<file path="src/hdl/tmss_pkg.sv">
// Shared types, codes and step tables for the timed motor step sequencer.
// No dependencies; every other file in hdl/ refers to this package by scoped names.
`default_nettype none

package tmss_pkg;

  localparam int unsigned TIMER_WIDTH_DEF     = 10;
  localparam int unsigned MAX_TABLE_STEPS_DEF = 16;

  localparam int unsigned MS_W      = 10;  // widest step duration is 900 ms
  localparam int unsigned LEN_W     = 4;   // longest table holds 13 steps
  localparam int unsigned TBL_IDX_W = 8;   // table lookup index, wider than any step count

  localparam int unsigned IN_DATA_W  = 8;
  localparam int unsigned IN_USER_W  = 2;
  localparam int unsigned OUT_DATA_W = 16;

  typedef enum logic [1:0] {
    FUNC_TICK  = 2'd0,
    FUNC_START = 2'd1,
    FUNC_DRIVE = 2'd2,
    FUNC_EYES  = 2'd3
  } func_e;

  typedef enum logic [1:0] {
    SEQ_NONE  = 2'd0,
    SEQ_DANCE = 2'd1,
    SEQ_SCAN  = 2'd2,
    SEQ_PRANK = 2'd3
  } seq_e;

  // Table selector; move_kind uses the same codes, KIND_NONE starts nothing
  localparam logic [1:0] TBL_DANCE = 2'd0;
  localparam logic [1:0] TBL_SCAN  = 2'd1;
  localparam logic [1:0] TBL_PRANK = 2'd2;
  localparam logic [1:0] KIND_NONE = 2'd3;

  // Step actions; the motor ones share their codes with the drive direction
  typedef enum logic [2:0] {
    ACT_STOP     = 3'd0,
    ACT_FWD      = 3'd1,
    ACT_BACK     = 3'd2,
    ACT_LEFT     = 3'd3,
    ACT_RIGHT    = 3'd4,
    ACT_EYES_ON  = 3'd5,
    ACT_EYES_OFF = 3'd6
  } act_e;

  localparam logic [3:0] PAT_STOP  = 4'h0;
  localparam logic [3:0] PAT_FWD   = 4'hA;
  localparam logic [3:0] PAT_BACK  = 4'h5;
  localparam logic [3:0] PAT_LEFT  = 4'h9;
  localparam logic [3:0] PAT_RIGHT = 4'h6;

  typedef struct packed {
    act_e             act;
    logic [MS_W-1:0]  ms;
  } step_t;

  typedef struct packed {
    logic [1:0] func;
    logic [1:0] move_kind;
    logic [2:0] direction;
    logic       eyes_value;
  } item_t;

  typedef struct packed {
    logic        move_done;
    logic        move_started;
    logic [3:0]  step_number;
    logic [1:0]  running_move;
    logic        eyes_on;
    logic [3:0]  motor_pins;
  } res_t;

  // Lookups the core needs from the step tables
  typedef struct packed {
    logic [LEN_W-1:0] len;
    logic [MS_W-1:0]  cur_ms;
    act_e             nxt_act;
    act_e             start_act;
  } tbl_rd_t;

  function automatic logic [3:0] dir_pattern(input logic [2:0] code);
    logic [3:0] p;
    case (code)
      ACT_FWD:   p = PAT_FWD;
      ACT_BACK:  p = PAT_BACK;
      ACT_LEFT:  p = PAT_LEFT;
      ACT_RIGHT: p = PAT_RIGHT;
      default:   p = PAT_STOP;
    endcase
    return p;
  endfunction

  function automatic logic [LEN_W-1:0] tbl_len(input logic [1:0] tbl);
    logic [LEN_W-1:0] n;
    case (tbl)
      TBL_DANCE: n = LEN_W'(13);
      TBL_SCAN:  n = LEN_W'(9);
      TBL_PRANK: n = LEN_W'(7);
      default:   n = '0;
    endcase
    return n;
  endfunction

  // Entries past a table's end read as stop with zero duration
  function automatic step_t tbl_entry(input logic [1:0] tbl, input logic [TBL_IDX_W-1:0] idx);
    step_t e;
    e = '{act: ACT_STOP, ms: '0};
    case (tbl)
      TBL_DANCE: begin
        case (idx)
          8'd0:    e = '{act: ACT_FWD,   ms: MS_W'(300)};
          8'd1:    e = '{act: ACT_LEFT,  ms: MS_W'(350)};
          8'd2:    e = '{act: ACT_FWD,   ms: MS_W'(250)};
          8'd3:    e = '{act: ACT_RIGHT, ms: MS_W'(350)};
          8'd4:    e = '{act: ACT_BACK,  ms: MS_W'(300)};
          8'd5:    e = '{act: ACT_RIGHT, ms: MS_W'(400)};
          8'd6:    e = '{act: ACT_FWD,   ms: MS_W'(200)};
          8'd7:    e = '{act: ACT_LEFT,  ms: MS_W'(500)};
          8'd8:    e = '{act: ACT_BACK,  ms: MS_W'(250)};
          8'd9:    e = '{act: ACT_RIGHT, ms: MS_W'(500)};
          8'd10:   e = '{act: ACT_FWD,   ms: MS_W'(300)};
          8'd11:   e = '{act: ACT_LEFT,  ms: MS_W'(300)};
          default: e = '{act: ACT_STOP,  ms: '0};
        endcase
      end
      TBL_SCAN: begin
        case (idx)
          8'd0:    e = '{act: ACT_LEFT, ms: MS_W'(400)};
          8'd1:    e = '{act: ACT_STOP, ms: MS_W'(800)};
          8'd2:    e = '{act: ACT_LEFT, ms: MS_W'(400)};
          8'd3:    e = '{act: ACT_STOP, ms: MS_W'(800)};
          8'd4:    e = '{act: ACT_LEFT, ms: MS_W'(400)};
          8'd5:    e = '{act: ACT_STOP, ms: MS_W'(800)};
          8'd6:    e = '{act: ACT_LEFT, ms: MS_W'(400)};
          8'd7:    e = '{act: ACT_STOP, ms: MS_W'(500)};
          default: e = '{act: ACT_STOP, ms: '0};
        endcase
      end
      TBL_PRANK: begin
        case (idx)
          8'd0:    e = '{act: ACT_EYES_ON,  ms: MS_W'(100)};
          8'd1:    e = '{act: ACT_FWD,      ms: MS_W'(900)};
          8'd2:    e = '{act: ACT_STOP,     ms: MS_W'(150)};
          8'd3:    e = '{act: ACT_BACK,     ms: MS_W'(150)};
          8'd4:    e = '{act: ACT_STOP,     ms: MS_W'(600)};
          8'd5:    e = '{act: ACT_EYES_OFF, ms: MS_W'(200)};
          default: e = '{act: ACT_STOP,     ms: '0};
        endcase
      end
      default: e = '{act: ACT_STOP, ms: '0};
    endcase
    return e;
  endfunction

endpackage

`default_nettype wire

</file>
<file path="src/hdl/tmss_rom.sv">
// Step table lookups: current step duration, next step action, first action of a
// requested table and table length. Depends on tmss_pkg.
`default_nettype none

module tmss_rom (
  input  wire logic [1:0]                   run_tbl_i,   // table of the running sequence
  input  wire logic [tmss_pkg::TBL_IDX_W-1:0] cur_idx_i,
  input  wire logic [1:0]                   start_tbl_i, // table a start would select
  output tmss_pkg::tbl_rd_t                 rd_o
);

  tmss_pkg::step_t              cur_entry;
  tmss_pkg::step_t              nxt_entry;
  tmss_pkg::step_t              start_entry;
  logic [tmss_pkg::TBL_IDX_W-1:0] nxt_idx;

  assign nxt_idx     = cur_idx_i + tmss_pkg::TBL_IDX_W'(1);
  assign cur_entry   = tmss_pkg::tbl_entry(run_tbl_i, cur_idx_i);
  assign nxt_entry   = tmss_pkg::tbl_entry(run_tbl_i, nxt_idx);
  assign start_entry = tmss_pkg::tbl_entry(start_tbl_i, '0);

  assign rd_o.len       = tmss_pkg::tbl_len(run_tbl_i);
  assign rd_o.cur_ms    = cur_entry.ms;
  assign rd_o.nxt_act   = nxt_entry.act;
  assign rd_o.start_act = start_entry.act;

endmodule

`default_nettype wire

</file>
<file path="src/hdl/tmss_core.sv">
// Sequencer state and its update for one item; builds the result.
// Depends on tmss_pkg and tmss_rom.
`default_nettype none

module tmss_core #(
  parameter int unsigned TIMER_WIDTH     = tmss_pkg::TIMER_WIDTH_DEF,
  parameter int unsigned MAX_TABLE_STEPS = tmss_pkg::MAX_TABLE_STEPS_DEF
) (
  input  wire logic          clk_i,
  input  wire logic          rst_ni,
  input  wire logic          fire_i,   // item in the input register is applied now
  input  tmss_pkg::item_t    item_i,
  output tmss_pkg::res_t     res_o     // result of the item, valid with fire_i
);

  localparam int unsigned STEP_W = $clog2(MAX_TABLE_STEPS);

  tmss_pkg::seq_e          seq_q, seq_d;
  logic [STEP_W-1:0]       step_q, step_d;
  logic [TIMER_WIDTH-1:0]  el_q, el_d;
  logic [3:0]              mot_q, mot_d;
  logic                    eye_q, eye_d;

  tmss_pkg::tbl_rd_t       rd;
  logic [1:0]              run_tbl;
  logic [TIMER_WIDTH-1:0]  el_inc;
  logic [STEP_W:0]         nxt_step;
  logic                    running;
  logic                    step_oob, nxt_oob;
  logic                    cancel_req, adv, start_go, drive_go, eyes_go;
  logic                    apply_en;
  tmss_pkg::act_e          apply_act;
  logic                    started, done;

  assign running  = (seq_q != tmss_pkg::SEQ_NONE);
  assign run_tbl  = seq_q - 2'd1;
  assign el_inc   = (el_q == '1) ? el_q : el_q + TIMER_WIDTH'(1);
  assign nxt_step = {1'b0, step_q} + (STEP_W + 1)'(1);

  tmss_rom u_rom (
    .run_tbl_i   (run_tbl),
    .cur_idx_i   (tmss_pkg::TBL_IDX_W'(step_q)),
    .start_tbl_i (item_i.move_kind),
    .rd_o        (rd)
  );

  assign step_oob = ((STEP_W + 1)'({1'b0, step_q}) >= (STEP_W + 1)'(rd.len))
                 || ((STEP_W + 1)'({1'b0, step_q}) >= (STEP_W + 1)'(MAX_TABLE_STEPS));
  assign nxt_oob  = (nxt_step >= (STEP_W + 1)'(rd.len))
                 || (nxt_step >= (STEP_W + 1)'(MAX_TABLE_STEPS));

  // Decode what the item asks for
  always_comb begin
    cancel_req = 1'b0;
    adv        = 1'b0;
    start_go   = 1'b0;
    drive_go   = 1'b0;
    eyes_go    = 1'b0;
    case (tmss_pkg::func_e'(item_i.func))
      tmss_pkg::FUNC_TICK: begin
        if (running) begin
          if (step_oob || rd.cur_ms == '0) begin
            cancel_req = 1'b1;
          end else if (el_inc >= TIMER_WIDTH'(rd.cur_ms)) begin
            if (nxt_oob) begin
              cancel_req = 1'b1;
            end else begin
              adv = 1'b1;
            end
          end
        end
      end
      tmss_pkg::FUNC_START: begin
        cancel_req = 1'b1;
        start_go   = (item_i.move_kind != tmss_pkg::KIND_NONE);
      end
      tmss_pkg::FUNC_DRIVE: begin
        // unknown directions leave everything alone
        if (item_i.direction <= tmss_pkg::ACT_RIGHT) begin
          cancel_req = 1'b1;
          drive_go   = 1'b1;
        end
      end
      tmss_pkg::FUNC_EYES: begin
        eyes_go = 1'b1;
      end
      default: begin
        eyes_go = 1'b0;
      end
    endcase
  end

  assign apply_en  = adv | start_go;
  assign apply_act = adv ? rd.nxt_act : rd.start_act;

  // Next state: count, cancel, advance or start, then step action, drive and eye set in that order
  always_comb begin
    seq_d   = seq_q;
    step_d  = step_q;
    el_d    = el_q;
    mot_d   = mot_q;
    eye_d   = eye_q;
    started = 1'b0;
    done    = 1'b0;

    if (running && tmss_pkg::func_e'(item_i.func) == tmss_pkg::FUNC_TICK) begin
      el_d = el_inc;
    end
    if (cancel_req && running) begin
      mot_d = tmss_pkg::PAT_STOP;
      if (seq_q == tmss_pkg::SEQ_PRANK) begin
        eye_d = 1'b0;
      end
      seq_d  = tmss_pkg::SEQ_NONE;
      step_d = '0;
      el_d   = '0;
      done   = 1'b1;
    end
    if (adv) begin
      step_d = nxt_step[STEP_W-1:0];
      el_d   = '0;
    end
    if (start_go) begin
      seq_d   = tmss_pkg::seq_e'(item_i.move_kind + 2'd1);
      step_d  = '0;
      el_d    = '0;
      started = 1'b1;
    end
    if (apply_en) begin
      if (apply_act <= tmss_pkg::ACT_RIGHT) begin
        mot_d = tmss_pkg::dir_pattern(apply_act);
      end else if (apply_act == tmss_pkg::ACT_EYES_ON) begin
        eye_d = 1'b1;
      end else begin
        eye_d = 1'b0;
      end
    end
    if (drive_go) begin
      mot_d = tmss_pkg::dir_pattern(item_i.direction);
    end
    if (eyes_go) begin
      eye_d = item_i.eyes_value;
    end
  end

  always_ff @(posedge clk_i or negedge rst_ni) begin
    if (!rst_ni) begin
      seq_q  <= tmss_pkg::SEQ_NONE;
      step_q <= '0;
      el_q   <= '0;
      mot_q  <= tmss_pkg::PAT_STOP;
      eye_q  <= 1'b0;
    end else if (fire_i) begin
      seq_q  <= seq_d;
      step_q <= step_d;
      el_q   <= el_d;
      mot_q  <= mot_d;
      eye_q  <= eye_d;
    end
  end

  assign res_o.motor_pins   = mot_d;
  assign res_o.eyes_on      = eye_d;
  assign res_o.running_move = seq_d;
  assign res_o.step_number  = (seq_d == tmss_pkg::SEQ_NONE) ? 4'd0 : step_d[3:0];
  assign res_o.move_started = started;
  assign res_o.move_done    = done;

endmodule

`default_nettype wire

</file>
<file path="src/hdl/timed_motor_step_sequencer_top.sv">
// Top level of the timed motor step sequencer: input register, update core and
// result register with stream handshakes. Depends on tmss_pkg and tmss_core.
`default_nettype none

// Plays fixed step tables (dance, scan, prank) onto four H-bridge pins and an
// eye LED. Each transfer on the slave side is one command chosen by tuser: a
// one-ms tick, a sequence start, a manual drive or an eye set; each produces
// exactly one result transfer carrying the pin pattern, eye level, running
// sequence, step index and start/done flags after the command. One command is
// taken every clock cycle while the master side applies no back-pressure; a result
// passes through the input register and then the result register before it is
// offered on the master side, and the state update plus table lookup sits in
// the single stage between them. Back-pressure on the master side stalls both
// registers but a new command is still taken whenever the input register is
// empty or the result register drains in the same cycle.

module timed_motor_step_sequencer_top #(
  parameter int unsigned TIMER_WIDTH     = tmss_pkg::TIMER_WIDTH_DEF,
  parameter int unsigned MAX_TABLE_STEPS = tmss_pkg::MAX_TABLE_STEPS_DEF
) (
  input  wire logic                              clk_i,
  input  wire logic                              rst_ni,
  input  wire logic                              s_axis_tvalid,
  output      logic                              s_axis_tready,
  // [1:0] move_kind, [4:2] direction, [5] eyes_value, [7:6] zero
  input  wire logic [tmss_pkg::IN_DATA_W-1:0]    s_axis_tdata,
  // [1:0] func
  input  wire logic [tmss_pkg::IN_USER_W-1:0]    s_axis_tuser,
  output      logic                              m_axis_tvalid,
  input  wire logic                              m_axis_tready,
  // [3:0] motor_pins, [4] eyes_on, [6:5] running_move, [10:7] step_number,
  // [11] move_started, [12] move_done, [15:13] zero
  output      logic [tmss_pkg::OUT_DATA_W-1:0]   m_axis_tdata
);

  logic              in_vld_q;
  tmss_pkg::item_t   item_q;
  logic              out_vld_q;
  tmss_pkg::res_t    res_q;
  tmss_pkg::res_t    res;
  logic              adv;
  logic              fire;

  assign adv           = !out_vld_q || m_axis_tready;
  assign fire          = in_vld_q && adv;
  assign s_axis_tready = !in_vld_q || adv;

  always_ff @(posedge clk_i or negedge rst_ni) begin
    if (!rst_ni) begin
      in_vld_q <= 1'b0;
    end else if (s_axis_tready) begin
      in_vld_q <= s_axis_tvalid;
    end
  end

  always_ff @(posedge clk_i) begin
    if (s_axis_tready && s_axis_tvalid) begin
      item_q.func       <= s_axis_tuser[1:0];
      item_q.move_kind  <= s_axis_tdata[1:0];
      item_q.direction  <= s_axis_tdata[4:2];
      item_q.eyes_value <= s_axis_tdata[5];
    end
  end

  tmss_core #(
    .TIMER_WIDTH     (TIMER_WIDTH),
    .MAX_TABLE_STEPS (MAX_TABLE_STEPS)
  ) u_core (
    .clk_i  (clk_i),
    .rst_ni (rst_ni),
    .fire_i (fire),
    .item_i (item_q),
    .res_o  (res)
  );

  // Hold the result until the transfer completes
  always_ff @(posedge clk_i or negedge rst_ni) begin
    if (!rst_ni) begin
      out_vld_q <= 1'b0;
    end else if (adv) begin
      out_vld_q <= in_vld_q;
    end
  end

  always_ff @(posedge clk_i) begin
    if (fire) begin
      res_q <= res;
    end
  end

  assign m_axis_tvalid = out_vld_q;
  assign m_axis_tdata  = {3'b000, res_q};

endmodule

`default_nettype wire

</file>
<file path="config.mk">
export PLATFORM = sky130hd
export DESIGN_NAME = timed_motor_step_sequencer_top
export DESIGN_NICKNAME = d
export VERILOG_FILES = /design/src/hdl/tmss_pkg.sv /design/src/hdl/tmss_rom.sv /design/src/hdl/tmss_core.sv /design/src/hdl/timed_motor_step_sequencer_top.sv
export SDC_FILE = /design/constraint.sdc
export NUM_CORES = 1
export LEC_CHECK = 0
export BUFFER_PORTS_ARGS = -buffer_cell sky130_fd_sc_hd__buf_4
export CORE_MARGIN = 2
export CORE_UTILIZATION = 55
export CTS_BUF_LIST = sky130_fd_sc_hd__clkbuf_16
export DETAILED_ROUTE_END_ITERATION = 12
export HOLD_SLACK_MARGIN = 0.02
export PLACE_DENSITY = 0.75
export SYNTH_ARGS = -nofsm -noshare
export SYNTH_HDL_FRONTEND = slang
export SYNTH_SLANG_ARGS = --single-unit
export TNS_END_PERCENT = 100
</file>
<file path="constraint.sdc">
create_clock -name clk_i -period 5.1 [get_ports clk_i]
set_clock_uncertainty 0.2 [all_clocks]
set_input_delay 0.255 -clock clk_i [delete_from_list [all_inputs] [get_ports clk_i]]
set_output_delay 0.255 -clock clk_i [all_outputs]
set_load 0.005 [all_outputs]
</file>
==> metrics.txt <==
CP Capture Point u_core.el_q[1]$_DFFE_PN0P_; min Tclk post-route 4470 ps; Die X 84.2 µm; critical path launch point u_core.el_q[0]$_DFFE_PN0P_; Reg-to-Reg End u_core.el_q[1]$_DFFE_PN0P_; CTS clk-pin slew, worst paths 60 ps; Std-Cell Rows 29; synthesis-to-finish area growth 14.6%; Post-Route WL 8.55 mm; IO Port Bufs 26; Worst Path Required 5110 ps; Post-CTS Setup Bufs 0; top_reg_cell synth dfrtp_1; WL/cell 17.1 µm; Peak Freq 224 MHz; outcome completed; Worst Max-Slew Pin Slew 998 ps; maxcap violations 0; H-tree levels 2; Gate Count Post-Synth 390; Synth top cells by count nand2_1 (46), ha_1 (36), nor2_1 (27); CP Data Arrival Time 4470 ps; count leader, synth nand2_1; EDFF count, synth 21; Hold WS 42.8 ps; Starting Density 56.4%; final period utilization 87.6%; max_slew headroom 33.4%; Ports 32; CTS Buf Count 5; RSZ-0062 raised after global routing false; post-CTS sizing 0; synth top area cells edfxtp_1 (18%), dfrtp_1 (16%), ha_1 (13%); number of global-route vias before repair 3,070; static leakage 1.69 nW; top cell type's share of synthesized area 17.8%; CTS tree done; first-pass GRT wire length 14.6 mm; setup TNS 0 ps; FF-to-FF path depth 16; R2R Path Start u_core.el_q[0]$_DFFE_PN0P_; Worst VDD drop 0.260 mV; clk_lat worst skew 290 ps; synth unique cells 64; Final Setup Violations 0; leading area contributor after synthesis edfxtp_1; hold_buf cts 10; final hold vios 0; DR iter-0 viols 280; HPWL after detailed placement 5.98 mm; Antenna Violating Nets Remaining 0; Max Slew Vio Count 0; worst reg2reg setup slack 630 ps; Syn. warnings 0; Critical Path End Type flop; Clock Path Buffers 2; clock root cell clkbuf_16; grt total ovfl 0; share of layout cells above drive strength 1 13.7%; ANT cells 0; ys async rst share 52.3%; DR pass1 iterations 4; Syn Std Cell Area 3540 µm²; sequential cell area fraction in the yosys report 34.1%; largest net degree at the start of global routing 27; Yosys reg bits 44; clock sinks 44; PwrDens 390 nW/µm²; Hold Crit Class input pin to flop; GPL Wtd Cong 0.871; DR vias 3,116; Startpoint Class flop; Mean Syn Cell Area 9.08 µm²; core box area 6280 µm²; crit-path max FO 9; Die ar. 7100 µm²; Setup CP Type flop to flop; nets@finish 471; # DRC 0; gr usage total 25.4%; DR vias/cell 6.24; Die Y 84.2 µm; initial antenna violation count 0
flip-flops by register name (all words and copies together) (netlist names):
name,flops
in_vld_q,1
item_q,8
m_axis_tdata,13
m_axis_tvalid,1
u_core.el_q,10
u_core.eye_q,1
u_core.mot_q,4
u_core.seq_q,2
u_core.step_q,4
worst max-delay path, cell delays in order (launching register included):
cell and delay (ps):
dfrtp_1 440, ha_1 240, nand2_1 80, or3_1 520
nand2b_1 200, nor2_1 70, xor2_1 210, ha_1 280
a211oi_1 260, nor2_1 70, nor3_1 320, a41oi_2 200
o31ai_4 470, inv_4 110, o31ai_4 500, nand2_1 100
o21ai_1 110
cells in the final DEF, fill, tap and decap left out, types with 5 or more instances in the layout:
cell type,Yosys,routed
o211ai_1,6,6
nand3_1,9,9
dfrtp_1,23,23
inv_1,14,15
o22ai_1,5,5
nand2_1,46,46
and3_1,5,5
mux2i_1,7,7
nand2b_1,14,14
a32o_1,7,7
or3_1,6,6
o21ai_1,5,5
a21oi_1,25,25
ha_1,36,36
dlygate4sd3_1,0,10
clkbuf_16,0,6
a21o_1,6,6
o21ai_0,25,25
a31oi_1,5,5
nor2b_1,10,10
edfxtp_1,21,21
buf_4,4,30
nand4_1,6,6
nor2_1,27,27
nor3_1,7,7
routing by layer:
layer  global-route usage [%]  part of all wire, %  vias to the layer above
li1                         -                    -                     1502
met1                     32.9                   44                     1498
met2                     44.2                   50                      105
met3                     3.34                  4.9                       11
met4                     7.77                  1.6                        0
met5                        0                    0                        -
cell families after synthesis:
group | count (synthesis) | share of synthesized area, %
and+or+nand+nor | 146 | 21.6
AOI/OAI and AO/OA | 112 | 22.4
DFF | 44 | 34.1
adders and majority gates | 36 | 12.7
buffers and inverters | 35 | 4.56
muxes | 9 | 2.61
xor gates and xnor gates | 7 | 1.94
other | 1 | 0.106
cell type report:
type | instances | area (µm²)
fillers | 498 | 2220
well taps | 77 | 96.3
clock buffers | 6 | 150
flip-flops and latches | 44 | 1210
inverters | 17 | 66.3
repair buffers | 40 | 325
clock inverters | 2 | 33.8
multi-input cells | 313 | 2180
stage by stage:
| step | utilization [%] | worst slack (ps) | power, mW | instances | instance area (µm²) |
|---|---|---|---|---|---|
| 2_1_floorplan | - | 1290 | 0.994 | 392 | 3550 |
| 3_3_place_gp | 60.1 | 737 | 1.16 | 481 | 3770 |
| 3_5_place_dp | 60.1 | 737 | 1.17 | 481 | 3770 |
| 4_1_cts | 64.7 | 689 | 1.57 | 499 | 4060 |
| 5_1_grt | 64.7 | 315 | 1.68 | 499 | 4060 |
| 6_report | 64.7 | 634 | 1.58 | 499 | 4060 |
power by group:
part / switching (mW) / leakage, nW / internal [mW]
Combinational: 0.440 / 1.10 / 0.274
Sequential: 0.0387 / 0.502 / 0.436
Clock: 0.136 / 0.0934 / 0.259
Total: 0.615 / 1.69 / 0.969
worst min-delay path by stage:
stage / start / end / slack [ps] / cells after the start
3_3_place_gp: rst_ni / u_core.step_q[1]$_DFFE_PN0P_ / -10 / 1
2_1_floorplan: rst_ni / in_vld_q$_DFFE_PN0N_ / -240 / 0
4_1_cts: m_axis_tready / m_axis_tvalid$_DFFE_PN0P_ / 50 / 3
6_report: m_axis_tready / m_axis_tvalid$_DFFE_PN0P_ / 40 / 3
5_1_grt: m_axis_tready / m_axis_tvalid$_DFFE_PN0P_ / 90 / 3
3_5_place_dp: rst_ni / u_core.step_q[1]$_DFFE_PN0P_ / -10 / 1
Note: power is estimated with default switching activity, not from simulation.
